**config.mk**
```make
export PLATFORM = sky130hd
export DESIGN_NAME = char_lcd_4bit_interface
export DESIGN_NICKNAME = d
export VERILOG_FILES = /design/src/rtl/lcd4_pkg.sv /design/src/rtl/lcd4_front.sv /design/src/rtl/lcd4_queue.sv /design/src/rtl/lcd4_back.sv /design/src/rtl/char_lcd_4bit_interface.sv
export SDC_FILE = /design/constraint.sdc
export NUM_CORES = 1
export LEC_CHECK = 0
export BUFFER_PORTS_ARGS = -buffer_cell sky130_fd_sc_hd__buf_2
export CORE_UTILIZATION = 51
export DETAILED_ROUTE_END_ITERATION = 12
export GPL_TIMING_DRIVEN = 1
export PLACE_DENSITY = 0.77
export SETUP_SLACK_MARGIN = 0.05
export SYNTH_ARGS = -nofsm -noshare
export SYNTH_HDL_FRONTEND = slang
export SYNTH_HIERARCHICAL = 1
export SYNTH_SLANG_ARGS = --single-unit
```
**constraint.sdc**
```tcl
create_clock -name clock -period 2.5 [get_ports clock]
set_input_delay 0.5 -clock clock [delete_from_list [all_inputs] [get_ports clock]]
set_output_delay 0.5 -clock clock [all_outputs]
set_load 0.1 [all_outputs]
```
**src/rtl/lcd4_pkg.sv**
```systemverilog
// Shared types, codes and constants for the 4-bit character LCD interface.
`timescale 1ns / 1ps

package lcd4_pkg;

   localparam int WAIT_W      = 16;
   localparam int SETTLE_W    = 7;
   localparam int STEP_W      = 4;
   localparam int Q_DEPTH     = 2;
   localparam int Q_PTR_W     = $clog2(Q_DEPTH);
   localparam int Q_CNT_W     = $clog2(Q_DEPTH + 1);

   localparam logic [STEP_W-1:0] BYTE_LAST_STEP = 4'd1;
   localparam logic [STEP_W-1:0] INIT_LAST_STEP = 4'd11;
   localparam logic [STEP_W-1:0] INIT_BYTE_STEP = 4'd4;

   localparam logic [WAIT_W-1:0]   POWER_UP_RST = 16'd10000;
   localparam logic [WAIT_W-1:0]   INIT_STEP_RST = 16'd2000;
   localparam logic [WAIT_W-1:0]   CLEAR_RST    = 16'd1000;
   localparam logic [SETTLE_W-1:0] SETTLE_RST   = 7'd20;

   localparam logic [7:0] LCD_CLEAR     = 8'h01;
   localparam logic [7:0] DDRAM_SET     = 8'h80;
   localparam logic [7:0] DIGIT_BASE    = 8'h30;
   localparam logic [7:0] ROW2_OFFSET   = 8'h40;
   localparam logic [7:0] ROW3_OFFSET   = 8'd20;
   localparam logic [7:0] ROW4_OFFSET   = 8'd84;
   localparam logic [3:0] INIT_NIB_8BIT = 4'h3;
   localparam logic [3:0] INIT_NIB_4BIT = 4'h2;

   typedef enum logic [2:0] {
      CMD_CHAR   = 3'd0,
      CMD_BYTE   = 3'd1,
      CMD_CURSOR = 3'd2,
      CMD_INIT   = 3'd3,
      CMD_CLEAR  = 3'd4,
      CMD_DIGIT  = 3'd5
   } cmd_type;

   typedef enum logic [1:0] {
      REG_POWER_UP  = 2'd0,
      REG_INIT_STEP = 2'd1,
      REG_CLEAR     = 2'd2,
      REG_SETTLE    = 2'd3
   } reg_index_type;

   typedef enum logic [1:0] {
      ST_IDLE,
      ST_BYTE,
      ST_INIT
   } back_state_type;

   // one queued job: a single byte, or the whole init run
   typedef struct packed {
      logic       init;
      logic       rs;
      logic [7:0] data;
   } desc_type;

   typedef struct packed {
      logic [WAIT_W-1:0]   power_up_wait;
      logic [WAIT_W-1:0]   init_step_wait;
      logic [WAIT_W-1:0]   clear_wait;
      logic [SETTLE_W-1:0] byte_settle;
   } cfg_type;

   // function set 4-bit/2-line, display on, clear, entry mode
   function automatic logic [7:0] init_byte(input logic [1:0] idx);
      logic [7:0] b;
      case (idx)
         2'd0:    b = 8'h28;
         2'd1:    b = 8'h0C;
         2'd2:    b = 8'h01;
         default: b = 8'h06;
      endcase
      return b;
   endfunction

endpackage

```
**src/rtl/lcd4_front.sv**
```systemverilog
// Request decoder: turns a request into a queued byte or init job.
`timescale 1ns / 1ps

module lcd4_front import lcd4_pkg::*; (
   input  logic       reset,
   input  logic       req_tvalid,
   output logic       req_tready,
   input  logic [2:0] cmd,
   input  logic [7:0] value,
   input  logic [2:0] row,
   input  logic [5:0] column,
   input  logic       q_full,
   output logic       q_push,
   output desc_type   q_desc
);

   logic       has_job;
   logic [7:0] offset;
   logic [7:0] addr;
   logic       row_ok;

   assign req_tready = ~q_full & ~reset;

   always_comb begin
      row_ok = 1'b1;
      case (row)
         3'd1:    offset = 8'd0;
         3'd2:    offset = ROW2_OFFSET;
         3'd3:    offset = ROW3_OFFSET;
         3'd4:    offset = ROW4_OFFSET;
         default: begin
            offset = 8'd0;
            row_ok = 1'b0;
         end
      endcase
      // column counts from 1; wraps mod 256
      addr = row_ok ? (offset + {2'b00, column} - 8'd1) : 8'd0;
   end

   always_comb begin
      has_job     = 1'b1;
      q_desc.init = 1'b0;
      q_desc.rs   = 1'b0;
      q_desc.data = value;
      case (cmd)
         CMD_CHAR:   q_desc.rs = 1'b1;
         CMD_BYTE:   q_desc.rs = 1'b0;
         CMD_CURSOR: q_desc.data = DDRAM_SET + addr;
         CMD_INIT:   q_desc.init = 1'b1;
         CMD_CLEAR:  q_desc.data = LCD_CLEAR;
         CMD_DIGIT: begin
            q_desc.rs   = 1'b1;
            q_desc.data = DIGIT_BASE + value;
            has_job     = (value <= 8'd9);
         end
         default:    has_job = 1'b0;
      endcase
   end

   // requests with no strobes are taken and dropped
   assign q_push = req_tvalid & req_tready & has_job;

endmodule

```
**src/rtl/lcd4_queue.sv**
```systemverilog
// Small job queue between the request decoder and the strobe sequencer.
`timescale 1ns / 1ps

module lcd4_queue import lcd4_pkg::*; (
   input  logic     clock,
   input  logic     reset,
   input  logic     push,
   input  desc_type push_desc,
   output logic     full,
   input  logic     pop,
   output logic     not_empty,
   output desc_type head
);

   desc_type               slot_ff [Q_DEPTH];
   logic [Q_PTR_W-1:0]     wr_ptr_ff, wr_ptr_in;
   logic [Q_PTR_W-1:0]     rd_ptr_ff, rd_ptr_in;
   logic [Q_CNT_W-1:0]     count_ff, count_in;

   assign full      = (count_ff == Q_CNT_W'(Q_DEPTH));
   assign not_empty = (count_ff != '0);
   assign head      = slot_ff[rd_ptr_ff];

   always_comb begin
      wr_ptr_in = push ? wr_ptr_ff + 1'b1 : wr_ptr_ff;
      rd_ptr_in = pop  ? rd_ptr_ff + 1'b1 : rd_ptr_ff;
      count_in  = count_ff;
      if (push && !pop) begin
         count_in = count_ff + 1'b1;
      end else if (pop && !push) begin
         count_in = count_ff - 1'b1;
      end
   end

   always_ff @(posedge clock) begin
      if (reset) begin
         wr_ptr_ff <= '0;
         rd_ptr_ff <= '0;
         count_ff  <= '0;
      end else begin
         wr_ptr_ff <= wr_ptr_in;
         rd_ptr_ff <= rd_ptr_in;
         count_ff  <= count_in;
      end
   end

   always_ff @(posedge clock) begin
      if (push) begin
         slot_ff[wr_ptr_ff] <= push_desc;
      end
   end

endmodule

```
**src/rtl/lcd4_back.sv**
```systemverilog
// Strobe sequencer: walks each job nibble by nibble into the output register.
`timescale 1ns / 1ps

module lcd4_back import lcd4_pkg::*; (
   input  logic              clock,
   input  logic              reset,
   input  cfg_type           cfg,
   input  logic              q_not_empty,
   input  desc_type          q_head,
   output logic              q_pop,
   output logic              rsp_tvalid,
   input  logic              rsp_tready,
   output logic              reg_select,
   output logic [3:0]        nibble,
   output logic [WAIT_W-1:0] wait_units,
   output logic              last
);

   back_state_type     state_ff, state_in;
   logic [STEP_W-1:0]  step_ff, step_in;
   desc_type           job_ff, job_in;

   logic               out_valid_ff;
   logic               out_rs_ff, out_last_ff;
   logic [3:0]         out_nib_ff;
   logic [WAIT_W-1:0]  out_wait_ff;

   logic               out_free, emit, load;
   logic               s_rs, s_last;
   logic [3:0]         s_nib;
   logic [WAIT_W-1:0]  s_wait;
   logic [WAIT_W-1:0]  settle_ext;
   logic [WAIT_W:0]    clear_sum;
   logic [1:0]         ib_idx;
   logic [7:0]         ib;

   assign out_free = ~out_valid_ff | rsp_tready;
   assign emit     = (state_ff != ST_IDLE) & out_free;
   assign load     = q_not_empty & ((state_ff == ST_IDLE) | (emit & s_last));
   assign q_pop    = load;

   // next state
   always_comb begin
      state_in = state_ff;
      step_in  = step_ff;
      job_in   = job_ff;
      if (load) begin
         state_in = q_head.init ? ST_INIT : ST_BYTE;
         step_in  = '0;
         job_in   = q_head;
      end else if (emit) begin
         if (s_last) begin
            state_in = ST_IDLE;
         end else begin
            step_in = step_ff + 1'b1;
         end
      end
   end

   // strobe contents for the current step
   always_comb begin
      settle_ext = {{(WAIT_W-SETTLE_W){1'b0}}, cfg.byte_settle};
      clear_sum  = {1'b0, cfg.clear_wait} + {1'b0, settle_ext};
      ib_idx     = 2'(step_ff[STEP_W-1:1] - 3'd2);
      ib         = init_byte(ib_idx);
      s_rs       = 1'b0;
      s_nib      = '0;
      s_wait     = '0;
      s_last     = 1'b0;
      case (state_ff)
         ST_BYTE: begin
            s_rs   = job_ff.rs;
            s_last = (step_ff == BYTE_LAST_STEP);
            if (step_ff[0]) begin
               s_nib = job_ff.data[3:0];
            end else begin
               s_nib  = job_ff.data[7:4];
               s_wait = settle_ext;
            end
         end
         ST_INIT: begin
            s_last = (step_ff == INIT_LAST_STEP);
            if (step_ff < INIT_BYTE_STEP) begin
               s_nib  = (step_ff == 4'd3) ? INIT_NIB_4BIT : INIT_NIB_8BIT;
               s_wait = (step_ff == 4'd0) ? cfg.power_up_wait : cfg.init_step_wait;
            end else if (step_ff[0]) begin
               s_nib = ib[3:0];
            end else begin
               s_nib = ib[7:4];
               if (ib_idx == 2'd3) begin
                  // entry mode byte also carries the clear delay, saturated
                  s_wait = clear_sum[WAIT_W] ? {WAIT_W{1'b1}} : clear_sum[WAIT_W-1:0];
               end else begin
                  s_wait = settle_ext;
               end
            end
         end
         default: begin
            s_nib = '0;
         end
      endcase
   end

   always_ff @(posedge clock) begin
      if (reset) begin
         state_ff     <= ST_IDLE;
         step_ff      <= '0;
         out_valid_ff <= 1'b0;
      end else begin
         state_ff <= state_in;
         step_ff  <= step_in;
         if (out_free) begin
            out_valid_ff <= emit;
         end
      end
   end

   always_ff @(posedge clock) begin
      job_ff <= job_in;
      if (emit) begin
         out_rs_ff   <= s_rs;
         out_nib_ff  <= s_nib;
         out_wait_ff <= s_wait;
         out_last_ff <= s_last;
      end
   end

   assign rsp_tvalid = out_valid_ff;
   assign reg_select = out_rs_ff;
   assign nibble     = out_nib_ff;
   assign wait_units = out_wait_ff;
   assign last       = out_last_ff;

endmodule

```
**src/rtl/char_lcd_4bit_interface.sv**
```systemverilog
// Top level of the 4-bit character LCD interface: registers, decoder, queue, sequencer.
`timescale 1ns / 1ps

// Converts LCD requests into a stream of 4-bit bus strobes, each with its
// register-select bit and the wait to hold before it. A char, command,
// cursor move, clear or digit gives two strobes (high nibble first); init
// gives twelve; an unused code or a digit above nine gives none. The
// sequencer puts out one strobe per clock while the strobe output is not
// stalled by rsp_tready; a two-entry job queue lets requests be taken
// while the sequencer is busy. The wait registers are written through
// the APB port at byte addresses 0, 4, 8 and 12 and read back there.

module char_lcd_4bit_interface import lcd4_pkg::*; (
   input  logic        clock,
   input  logic        reset,
   // request transfers
   input  logic        req_tvalid,
   output logic        req_tready,
   input  logic [23:0] req_tdata,   // value[7:0], row[10:8], column[16:11], zero pad
   input  logic [2:0]  req_tuser,   // cmd[2:0]
   // strobe transfers
   output logic        rsp_tvalid,
   input  logic        rsp_tready,
   output logic [23:0] rsp_tdata,   // nibble[3:0], wait_units[19:4], zero pad
   output logic        rsp_tuser,   // reg_select
   output logic        rsp_tlast,
   // register port
   input  logic        csr_psel,
   input  logic        csr_penable,
   input  logic        csr_pwrite,
   input  logic [3:0]  csr_paddr,
   input  logic [31:0] csr_pwdata,
   output logic [31:0] csr_prdata,
   output logic        csr_pready
);

   cfg_type           cfg_ff, cfg_in;
   reg_index_type     csr_idx;
   logic              csr_wr;

   logic              q_push, q_pop, q_full, q_not_empty;
   desc_type          q_desc, q_head;
   logic              reg_select, last;
   logic [3:0]        nibble;
   logic [WAIT_W-1:0] wait_units;

   assign csr_pready = 1'b1;
   assign csr_idx    = reg_index_type'(csr_paddr[3:2]);
   assign csr_wr     = csr_psel & csr_penable & csr_pwrite & csr_pready;

   always_comb begin
      cfg_in = cfg_ff;
      if (csr_wr) begin
         case (csr_idx)
            REG_POWER_UP:  cfg_in.power_up_wait  = csr_pwdata[WAIT_W-1:0];
            REG_INIT_STEP: cfg_in.init_step_wait = csr_pwdata[WAIT_W-1:0];
            REG_CLEAR:     cfg_in.clear_wait     = csr_pwdata[WAIT_W-1:0];
            REG_SETTLE:    cfg_in.byte_settle    = csr_pwdata[SETTLE_W-1:0];
            default:       cfg_in = cfg_ff;
         endcase
      end
   end

   always_comb begin
      case (csr_idx)
         REG_POWER_UP:  csr_prdata = {16'd0, cfg_ff.power_up_wait};
         REG_INIT_STEP: csr_prdata = {16'd0, cfg_ff.init_step_wait};
         REG_CLEAR:     csr_prdata = {16'd0, cfg_ff.clear_wait};
         REG_SETTLE:    csr_prdata = {25'd0, cfg_ff.byte_settle};
         default:       csr_prdata = '0;
      endcase
   end

   always_ff @(posedge clock) begin
      if (reset) begin
         cfg_ff.power_up_wait  <= POWER_UP_RST;
         cfg_ff.init_step_wait <= INIT_STEP_RST;
         cfg_ff.clear_wait     <= CLEAR_RST;
         cfg_ff.byte_settle    <= SETTLE_RST;
      end else begin
         cfg_ff <= cfg_in;
      end
   end

   lcd4_front u_front (
      .reset      (reset),
      .req_tvalid (req_tvalid),
      .req_tready (req_tready),
      .cmd        (req_tuser),
      .value      (req_tdata[7:0]),
      .row        (req_tdata[10:8]),
      .column     (req_tdata[16:11]),
      .q_full     (q_full),
      .q_push     (q_push),
      .q_desc     (q_desc)
   );

   lcd4_queue u_queue (
      .clock     (clock),
      .reset     (reset),
      .push      (q_push),
      .push_desc (q_desc),
      .full      (q_full),
      .pop       (q_pop),
      .not_empty (q_not_empty),
      .head      (q_head)
   );

   lcd4_back u_back (
      .clock       (clock),
      .reset       (reset),
      .cfg         (cfg_ff),
      .q_not_empty (q_not_empty),
      .q_head      (q_head),
      .q_pop       (q_pop),
      .rsp_tvalid  (rsp_tvalid),
      .rsp_tready  (rsp_tready),
      .reg_select  (reg_select),
      .nibble      (nibble),
      .wait_units  (wait_units),
      .last        (last)
   );

   assign rsp_tdata = {4'd0, wait_units, nibble};
   assign rsp_tuser = reg_select;
   assign rsp_tlast = last;

endmodule
```
==> results of run 1 <==
per-layer routing:
layer	vias up	share of wire	GRT usage
met1	2721	0.40	0.269
met3	53	0.052	0.0426
met5	-	0	0
li1	2673	-	-
met2	240	0.51	0.426
met4	0	0.038	0.139
kinds of logic (layout without fill, tap and decap cells):
group | Yosys count | after routing
other cells | 2 | 21
mux | 101 | 101
flops | 118 | 118
simple gates | 221 | 221
xor+xnor | 16 | 16
buf+inv | 75 | 170
fa+ha+maj | 24 | 24
compound gates | 136 | 136
path summary, 6_finish.rpt:
path	depth (start not counted)	slack (ns)	startpoint	endpoint
worst min register to register	2	0.49	cfg_ff[41]$_SDFFE_PP0P_	cfg_ff[41]$_SDFFE_PP0P_
worst max-delay path	7	0.13	cfg_ff[0]$_SDFFE_PP0P_	u_back/wait_units[3]$_DFFE_PP_
worst max register to register	7	0.13	cfg_ff[0]$_SDFFE_PP0P_	u_back/wait_units[3]$_DFFE_PP_
worst min-delay path	2	0.31	csr_pwdata[3]	cfg_ff[10]$_SDFFE_PP1P_
synthesized netlist by cell type (all sizes together), types with 3 or more instances:
| master | n |
|---|---|
| a22o | 7 |
| buf | 45 |
| a211o | 5 |
| a32oi | 3 |
| mux2i | 78 |
| xor2 | 8 |
| nand3 | 15 |
| or2 | 6 |
| and3 | 6 |
| or3 | 4 |
| o22ai | 11 |
| clkbuf | 9 |
| xnor2 | 8 |
| nand2 | 41 |
| a211oi | 6 |
| nor3b | 5 |
| o21a | 6 |
| o31ai | 3 |
| a21o | 6 |
| edfxtp | 51 |
| nand2b | 49 |
| mux2 | 16 |
| nor2b | 8 |
| a21oi | 31 |
| ha | 22 |
| inv | 20 |
| mux4 | 7 |
| nor3 | 13 |
| and2 | 4 |
| o21ai | 34 |
| nor2 | 59 |
| o211ai | 5 |
| dfxtp | 67 |
registers in the layout, summed over array words and instances, names as in the netlist, named ones only:
name	flops
cfg_ff	55
u_queue/slot_ff	20
u_back/wait_units	16
u_back/job_ff	9
u_back/nibble	4
u_back/step_ff	4
u_back/state_ff	2
u_queue/count_ff	2
u_back/last	1
u_back/reg_select	1
u_back/rsp_tvalid	1
u_queue/rd_ptr_ff	1
u_queue/wr_ptr_ff	1
power groups by stage:
stage | combinational (mW) | sequential [mW] | clock [mW]
6_report | 2.72 | 2.51 | 2.52
5_1_grt | 2.83 | 2.54 | 2.64
4_1_cts | 2.68 | 2.51 | 2.54
3_5_place_dp | 2.64 | 2.55 | 0
3_3_place_gp | 2.58 | 2.53 | 0
2_1_floorplan | 1.16 | 3.51 | 0
stage by stage:
step | hold WS [ns] | power (mW) | cells | area, µm² | TNS [ns]
after global routing | 0.302 | 8.01 | 983 | 8420 | 0
after CTS | 0.298 | 7.74 | 982 | 8400 | 0
final | 0.306 | 7.75 | 983 | 8420 | 0
after floorplan | 0.456 | 4.66 | 712 | 7090 | -0.496
after detailed placement | 0.485 | 5.18 | 948 | 7750 | -0.849
after global placement | 0.472 | 5.12 | 948 | 7750 | -0.203
what timing repair did:
| action | in CTS | in global routing |
|---|---|---|
| setup endpoints to repair | 1 | 7 |
| pin swaps | 2 | 5 |
| gates resized for setup | 2 | 3 |
| setup buffers | 2 | 1 |
final cells by class:
type                            instances  area, µm²
Multi-Input combinational cell        519       3820
Fill cell                             999       4880
Tap cell                              176        220
Timing Repair Buffer                  117        803
Clock buffer                           20        437
Sequential cell                       118       2880
Clock inverter                         12        179
Inverter                               21       78.8
worst max-delay path, stage by stage, from the launching register on:
cell and delay, ns:
dfxtp_1 0.32, ha_1 0.23, fa_1 0.40, a211oi_2 0.24
o211a_2 0.29, o21ai_2 0.11, o22a_1 0.20, a221o_1 0.33
==> flow_metrics.py, run 1 <==
metrics = {
    "finish": {
        "mostFrequentLayoutCell": "mux2i_1",
        "layout.nets": 888,
        "final_cell_mix": "mux2i_1 (78), buf_2 (75), dfxtp_1 (65)",
        "drive_above_1_share": 0.261,
        "final_util": 0.633,
        "diodes": 0,
        "syn_to_final_growth_pct": 20.5,
    },
    "clocking": {
        "hold_buffers": 0,
        "cts_made_buffers": 17,
        "clock_sinks": 118,
        "cts_root_buf": "clkbuf_16",
        "cts_tree": "built",
        "path_clk_slew_ns": 0.05,
        "clk_latency_ns": 0.41,
        "h-tree-depth": 4,
        "cts_buffer_depth": 2,
    },
    "sta": {
        "period_share": 0.950,
        "setup_viol": 0,
        "fmax_mhz": 421,
        "slew_headroom": 0.510,
        "tightest_slew_ns": 0.735,
        "final.setup_skew_ns": 0.00654,
        "slew_viol_final": 0,
        "rsz0062_at_grt": "true",
        "hold_violations": 0,
        "fin_crit_ns": 2.37,
        "finalWorstSetupSlack_ns": 0.125,
    },
    "synthesis": {
        "postSynthAreaPerCell_um2": 10.1,
        "synth_area_leaders": "edfxtp_1 (22%), dfxtp_1 (19%), mux2i_1 (11%)",
        "muxShareOfSynthArea": 0.160,
        "synth_compound_area_frac": 0.132,
        "syn_area_um2": 6980,
        "yosys_warnings": 6,
        "postSynthCellCount": 693,
        "yosys.area.top_type": "edfxtp_1",
        "ys_seq_area_frac": 0.411,
        "synth_top_area_frac": 0.219,
        "synth_edf_count": 51,
        "synth_fa_ha_area_frac": 0.0452,
        "synthArstFlopShare": 0,
        "ys.flop_type": "dfxtp_1",
        "synth_top_family_by_area": "simple AND/OR/NAND/NOR gates",
        "yosysUniqueCellTypes": 77,
        "synth_xor_area_frac": 0.0201,
        "synth_simple_gate_area_frac": 0.170,
        "ys_ff_latch": 118,
    },
    "grt": {
        "grt_pass1_vias": 5621,
        "grt_overflow": 0,
        "antenna_found_initial": 0,
        "grt_max_degree": 86,
        "track_usage": 0.240,
        "grt_pass1_wl_um": 26700,
    },
    "route": {
        "ant_nets": 0,
        "vias_per_cell": 5.79,
        "drc": 0,
        "detailedRoute.firstPassIterationCount": 5,
        "wl_per_cell_um": 16.9,
        "drtIter0Drc": 481,
        "wl_um": 16600,
        "vias": 5687,
    },
    "setup_path": {
        "setup.worst_path.end_class": "flip-flop",
        "crit_arrival_ns": 2.54,
        "critPathKind": "flip-flop to flip-flop",
        "required_ns": 2.66,
        "worst_setup_path_start_kind": "flip-flop",
        "cp_max_fo": 4,
    },
    "pwr": {
        "p_seq_frac": 0.324,
        "swShare": 0.390,
        "cellPowerDensity_nw_per_um2": 921,
        "internal-power_mw": 4.73,
        "peakVddDrop_v": 0.000559,
        "p_clk_frac": 0.325,
        "leakagePower_nw": 3.60,
        "switchingPower_mw": 3.02,
        "power_frac_comb": 0.351,
    },
    "die": {
        "die-area_um2": 14200,
        "start_util": 0.525,
        "io_pins": 131,
        "die_y_um": 119,
        "die_x_um": 119,
        "fp.coreArea_um2": 13300,
        "fp-row-count": 42,
    },
    "outcome": {
        "outcome": "finished, final reports clean",
    },
    "place": {
        "place.gp.congestion": 0.900,
        "port_buffers": 84,
        "hpwl_um": 11800,
        "place_ws_ns": -0.184,
    },
    "worst_hold_path": {
        "hold_class": "primary input to flip-flop",
    },
    "job": {
        "cap_violations": 0,
    },
}
Power figures use the tool's default switching activity.
==> run 2, diff against run 1 <==
--- a/config.mk
+++ b/config.mk
@@ -6,6 +6,7 @@
 export NUM_CORES = 1
 export LEC_CHECK = 0
 export BUFFER_PORTS_ARGS = -buffer_cell sky130_fd_sc_hd__buf_2
+export CORE_ASPECT_RATIO = 0.5
 export CORE_UTILIZATION = 51
 export DETAILED_ROUTE_END_ITERATION = 12
 export GPL_TIMING_DRIVEN = 1
==> run 2 against run 1 <==
Register-to-register slack worse by 0.08 ns; worst hold slack better by 0.0098 ns; count of clock-buffer cells in the layout shrank 2; final cell count increased by 0.31%; global-route usage barely moved; sequential share of layout area fell by 0.22 points; clock power shrank 4%; final area increased by 0.65%; critical path type unchanged; critical endpoint is now u_queue/count_ff[1]$_SDFFE_PP0P_; largest power group unchanged.
==> flow_metrics.py, run 2 (same netlist as run 1, synthesis figures left out) <==
metrics = {
    "sta": {
        "slew_headroom": 0.513,
        "finalWorstSetupSlack_ns": 0.0459,
        "holdWs_ns": 0.316,
        "period_share": 0.982,
        "rsz0062_at_grt": "true",
        "hold_violations": 0,
        "tightest_slew_ns": 0.730,
        "final.setup_skew_ns": 0.0116,
        "fin_crit_ns": 2.45,
        "setup_viol": 0,
        "finalSetupTns_ns": 0,
        "fmax_mhz": 407,
        "slew_viol_final": 0,
    },
    "clocking": {
        "clk_latency_ns": 0.42,
        "clock_sinks": 118,
        "cts_made_buffers": 17,
        "cts_buffer_depth": 2,
        "cts_root_buf": "clkbuf_16",
        "h-tree-depth": 4,
        "path_clk_slew_ns": 0.06,
        "cts_tree": "built",
    },
    "pwr": {
        "cellPowerDensity_nw_per_um2": 902,
        "p_clk_frac": 0.316,
        "peakVddDrop_v": 0.000602,
        "internal-power_mw": 4.56,
        "power_frac_comb": 0.358,
        "switchingPower_mw": 3.08,
        "leakagePower_nw": 3.62,
        "p_seq_frac": 0.326,
        "swShare": 0.403,
        "power.total_mw": 7.64,
    },
    "die": {
        "start_util": 0.538,
        "die-area_um2": 14200,
        "die_y_um": 84.7,
        "fp.coreArea_um2": 13000,
        "io_pins": 131,
        "die_x_um": 167,
        "fp-row-count": 29,
    },
    "finish": {
        "largest_register_ffs": 55,
        "layout.nets": 897,
        "final_util": 0.652,
        "regArea_um2": 2880,
        "diodes": 0,
        "final_cell_mix": "mux2i_1 (78), buf_2 (75), dfxtp_1 (65)",
        "syn_to_final_growth_pct": 21.3,
        "postLayoutCellArea_um2": 8470,
        "fillers": 1037,
        "drive_above_1_share": 0.278,
        "final_cell_count_no_fill": 986,
        "multi_input_area_um2": 3850,
        "mostFrequentLayoutCell": "mux2i_1",
        "top_register": "cfg_ff",
    },
    "grt": {
        "track_usage": 0.240,
        "grt_overflow": 0,
        "grt_max_degree": 86,
        "grt_pass1_vias": 5521,
        "grt_pass1_wl_um": 26400,
        "antenna_found_initial": 0,
    },
    "worst_hold_path": {
        "hold_class": "primary input to flip-flop",
        "min_from": "csr_pwdata[5]",
        "hold_path_depth": 2,
    },
    "outcome": {
        "outcome": "finished, final reports clean",
    },
    "route": {
        "detailedRoute.firstPassIterationCount": 5,
        "wl_per_cell_um": 16.5,
        "vias": 5612,
        "wl_um": 16300,
        "drtIter0Drc": 395,
        "ant_nets": 0,
        "drc": 0,
        "vias_per_cell": 5.69,
    },
    "setup_path": {
        "critPathKind": "flip-flop to flip-flop",
        "worst_setup_path_start_kind": "flip-flop",
        "r2r-start": "u_back/state_ff[0]$_SDFFE_PP0P_",
        "cp_max_fo": 3,
        "required_ns": 2.85,
        "r2r_cells": 11,
        "crit_arrival_ns": 2.80,
        "cp-startpoint": "u_back/state_ff[0]$_SDFFE_PP0P_",
        "setup.worst_path.end_class": "flip-flop",
    },
    "place": {
        "place_area_um2": 7800,
        "port_buffers": 84,
        "dp.cells": 949,
        "place.gp.congestion": 0.891,
        "place_ws_ns": -0.163,
        "hpwl_um": 11600,
    },
    "job": {
        "cap_violations": 0,
    },
}
## run 2: critical path, cell delays in order (launching register included)
cell and delay (ns):
dfxtp_2 0.36, inv_4 0.05, ha_4 0.15, or3_4 0.40
a2111oi_4 0.42, o21ai_2 0.12, inv_2 0.08, inv_2 0.04
ha_4 0.14, xor2_1 0.14, or3_1 0.36, a21oi_2 0.12
## run 2: area by class of cell
class / count / share of cell area
multi-input combinational: 519 / 0.455
timing repair buffer: 126 / 0.103
tap: 170 / 0.0251
sequential: 118 / 0.339
clock buffer: 18 / 0.0507
inverter: 21 / 0.00960
clock inverter: 14 / 0.0179
## run 2: path summary, 6_finish.rpt
check                                                        end  slack (ns)
worst max-delay path            u_queue/count_ff[1]$_SDFFE_PP0P_        0.05
worst min-delay path                     cfg_ff[12]$_SDFFE_PP1P_        0.32
worst max register to register  u_queue/count_ff[1]$_SDFFE_PP0P_        0.05
worst min register to register           cfg_ff[28]$_SDFFE_PP0P_        0.48
## run 2: what timing repair did
action,in CTS,in global routing
pin swaps,3,7
setup buffers,2,3
hold buffers,0,0
resized for setup,6,6
setup endpoints to repair,1,8
endpoints found under the hold margin,0,0
## run 2: metal layers
metal / wire [µm] / share of wire / global-route usage / up-vias
met5: 0 / 0 / 0 / -
met4: 401 / 0.025 / 0.108 / 0
met3: 849 / 0.052 / 0.0377 / 35
met2: 8110 / 0.50 / 0.440 / 222
met1: 6940 / 0.43 / 0.278 / 2668
li1: - / - / - / 2687
## run 2: power by group through the flow
stage	clock network, mW	logic, mW	registers (mW)
global placement	0	2.60	2.51
floorplan	0	1.16	3.51
CTS	2.42	2.70	2.49
finish	2.41	2.74	2.49
global route	2.51	2.88	2.52
detailed placement	0	2.63	2.52
==> run 3, diff against run 2 <==
--- a/config.mk
+++ b/config.mk
@@ -6,7 +6,7 @@
 export NUM_CORES = 1
 export LEC_CHECK = 0
 export BUFFER_PORTS_ARGS = -buffer_cell sky130_fd_sc_hd__buf_2
-export CORE_ASPECT_RATIO = 0.5
+export CORE_ASPECT_RATIO = 0.8
 export CORE_UTILIZATION = 51
 export DETAILED_ROUTE_END_ITERATION = 12
 export GPL_TIMING_DRIVEN = 1
==> run 3 against run 2 <==
Final area decreased by 0.31%; sequential power about the same; register-to-register slack improved by 0.09 ns; clock skew decreased by 0.0053 ns; first-iteration DRC count increased by 38%; critical path depth unchanged; combinational power about the same; largest cell class unchanged.
==> flow_metrics.py, run 3 (same netlist as run 1, synthesis figures left out) <==
metrics = {
    "pwr": {
        "power.total_mw": 7.58,
        "internal-power_mw": 4.58,
        "switchingPower_mw": 3.00,
        "p_clk_frac": 0.303,
        "p_seq_frac": 0.332,
        "power_frac_comb": 0.365,
        "peakVddDrop_v": 0.000780,
        "cellPowerDensity_nw_per_um2": 897,
        "leakagePower_nw": 3.61,
        "swShare": 0.396,
    },
    "setup_path": {
        "crit_buf_inv": 3,
        "critPathKind": "flip-flop to flip-flop",
        "worst_setup_path_start_kind": "flip-flop",
        "cp_max_fo": 5,
        "slowest_delay_ns": 0.35,
        "setup.worst_path.end_class": "flip-flop",
        "crit_arrival_ns": 2.70,
        "required_ns": 2.84,
        "crit_family": "simple AND/OR/NAND/NOR gates",
        "crit_chain": "inv_2, ha_4, or3_4, a2111oi_4, o21ai_2, inv_2, inv_1, ha_4, xor2_1, or3_1, a21oi_2",
        "cp_slowest_cell": "dfxtp_2",
    },
    "grt": {
        "track_usage": 0.245,
        "antenna_found_initial": 0,
        "grt_overflow": 0,
        "grtUsageMet2": 0.403,
        "globalRouteMet1Util": 0.322,
        "grt_pass1_vias": 5410,
        "grt_pass1_wl_um": 27100,
        "grt_max_degree": 86,
        "top_usage_layer": "met2",
        "grt_use_met3": 0.0482,
    },
    "sta": {
        "rsz0062_at_grt": "false",
        "setup_viol": 0,
        "finalSetupTns_ns": 0,
        "period_share": 0.944,
        "tightest_slew_ns": 0.896,
        "hold_violations": 0,
        "fmax_mhz": 424,
        "fin_crit_ns": 2.36,
        "slew_headroom": 0.402,
        "slew_viol_final": 0,
        "final.setup_skew_ns": 0.00632,
    },
    "finish": {
        "postLayoutCellArea_um2": 8450,
        "layout.nets": 892,
        "top_register": "cfg_ff",
        "final_util": 0.645,
        "diodes": 0,
        "fillers": 1005,
        "syn_to_final_growth_pct": 20.9,
        "mostFrequentLayoutCell": "mux2i_1",
        "final_cell_mix": "mux2i_1 (78), buf_2 (75), dfxtp_1 (64)",
        "largest_register_ffs": 55,
        "drive_above_1_share": 0.268,
    },
    "worst_hold_path": {
        "hold_class": "primary input to flip-flop",
    },
    "clocking": {
        "cts_made_buffers": 17,
        "cts_buffer_depth": 2,
        "cts_tree": "built",
        "clock_sinks": 118,
        "h-tree-depth": 4,
        "cts_root_buf": "clkbuf_16",
        "path_clk_slew_ns": 0.05,
        "clk_latency_ns": 0.42,
    },
    "die": {
        "die_x_um": 133,
        "fp-row-count": 37,
        "start_util": 0.533,
        "die_y_um": 107,
        "die-area_um2": 14200,
        "io_pins": 131,
        "fp.coreArea_um2": 13100,
    },
    "route": {
        "drc": 0,
        "wl_um": 16900,
        "wl_per_cell_um": 17.2,
        "ant_nets": 0,
        "detailedRoute.firstPassIterationCount": 5,
        "vias_per_cell": 5.72,
        "drtIter0Drc": 545,
        "vias": 5637,
    },
    "job": {
        "cap_violations": 0,
    },
    "place": {
        "place_area_um2": 7770,
        "place.gp.congestion": 0.854,
        "port_buffers": 84,
        "hpwl_um": 11900,
    },
    "outcome": {
        "outcome": "finished, final reports clean",
    },
}
## run 3: changes by cell type in the layout (fill, tap and decap cells not counted), sizes merged
cell / delta
clkinvlp: -4
bufinv: -1
clkinv: -2
inv: -3
buf: -5
clkbuf: +9
## run 3: worst register-to-register path, cell delays in order, from the launching register on
cell and delay, ns:
dfxtp_2 0.35, inv_2 0.08, ha_4 0.18, or3_4 0.34, a2111oi_4 0.35, o21ai_2 0.12
inv_2 0.07, inv_1 0.06, ha_4 0.15, xor2_1 0.14, or3_1 0.33, a21oi_2 0.13
## run 3: worst paths after layout
| kind | end | depth (start not counted) | slack, ns | start |
|---|---|---|---|---|
| max | u_queue/count_ff[1]$_SDFFE_PP0P_ | 11 | 0.14 | u_back/state_ff[0]$_SDFFE_PP0P_ |
| min | cfg_ff[12]$_SDFFE_PP1P_ | 2 | 0.30 | csr_pwdata[5] |
| max reg2reg | u_queue/count_ff[1]$_SDFFE_PP0P_ | 11 | 0.14 | u_back/state_ff[0]$_SDFFE_PP0P_ |
| min reg2reg | cfg_ff[45]$_SDFFE_PP0P_ | 2 | 0.49 | cfg_ff[45]$_SDFFE_PP0P_ |
## run 3: repair_timing
action                                  in CTS  in global routing
pin swaps                                    3                  4
setup buffers                                3                  2
resized for setup                            3                  9
endpoints found under the setup margin       3                 10
hold buffers                                 0                  0
## run 3: area by class of cell
type                    instances  area [µm²]  area share
inverters                      21        78.8     0.00933
well taps                     175         219      0.0259
multi-input cells             519        3870       0.458
flip-flops and latches        118        2880       0.341
clock inverters                 4        45.0     0.00533
clock buffers                  27         514      0.0609
repair buffers                121         846       0.100
## run 3: power by group through the flow
stage	Combinational, mW	Sequential [mW]	Clock [mW]
after global placement	2.57	2.54	0
after floorplan	1.16	3.51	0
after CTS	2.69	2.51	2.32
final	2.77	2.52	2.29
after detailed placement	2.63	2.54	0
after global routing	2.90	2.56	2.40
## run 3: through the flow
step	cells	setup slack [ns]	hold WS (ns)
after floorplan	712	-0.248	0.456
after global placement	949	-0.0645	0.472
after detailed placement	949	-0.136	0.481
after CTS	983	0.0133	0.294
after global routing	985	0.0219	0.306
final	985	0.139	0.303
## run 3: metal layers
| layer | wire length [µm] | share of wire | up-vias |
|---|---|---|---|
| met5 | 0 | 0 | - |
| met4 | 312 | 0.018 | 0 |
| met3 | 997 | 0.059 | 35 |
| met2 | 8050 | 0.48 | 218 |
| met1 | 7560 | 0.45 | 2704 |
| li1 | - | - | 2680 |
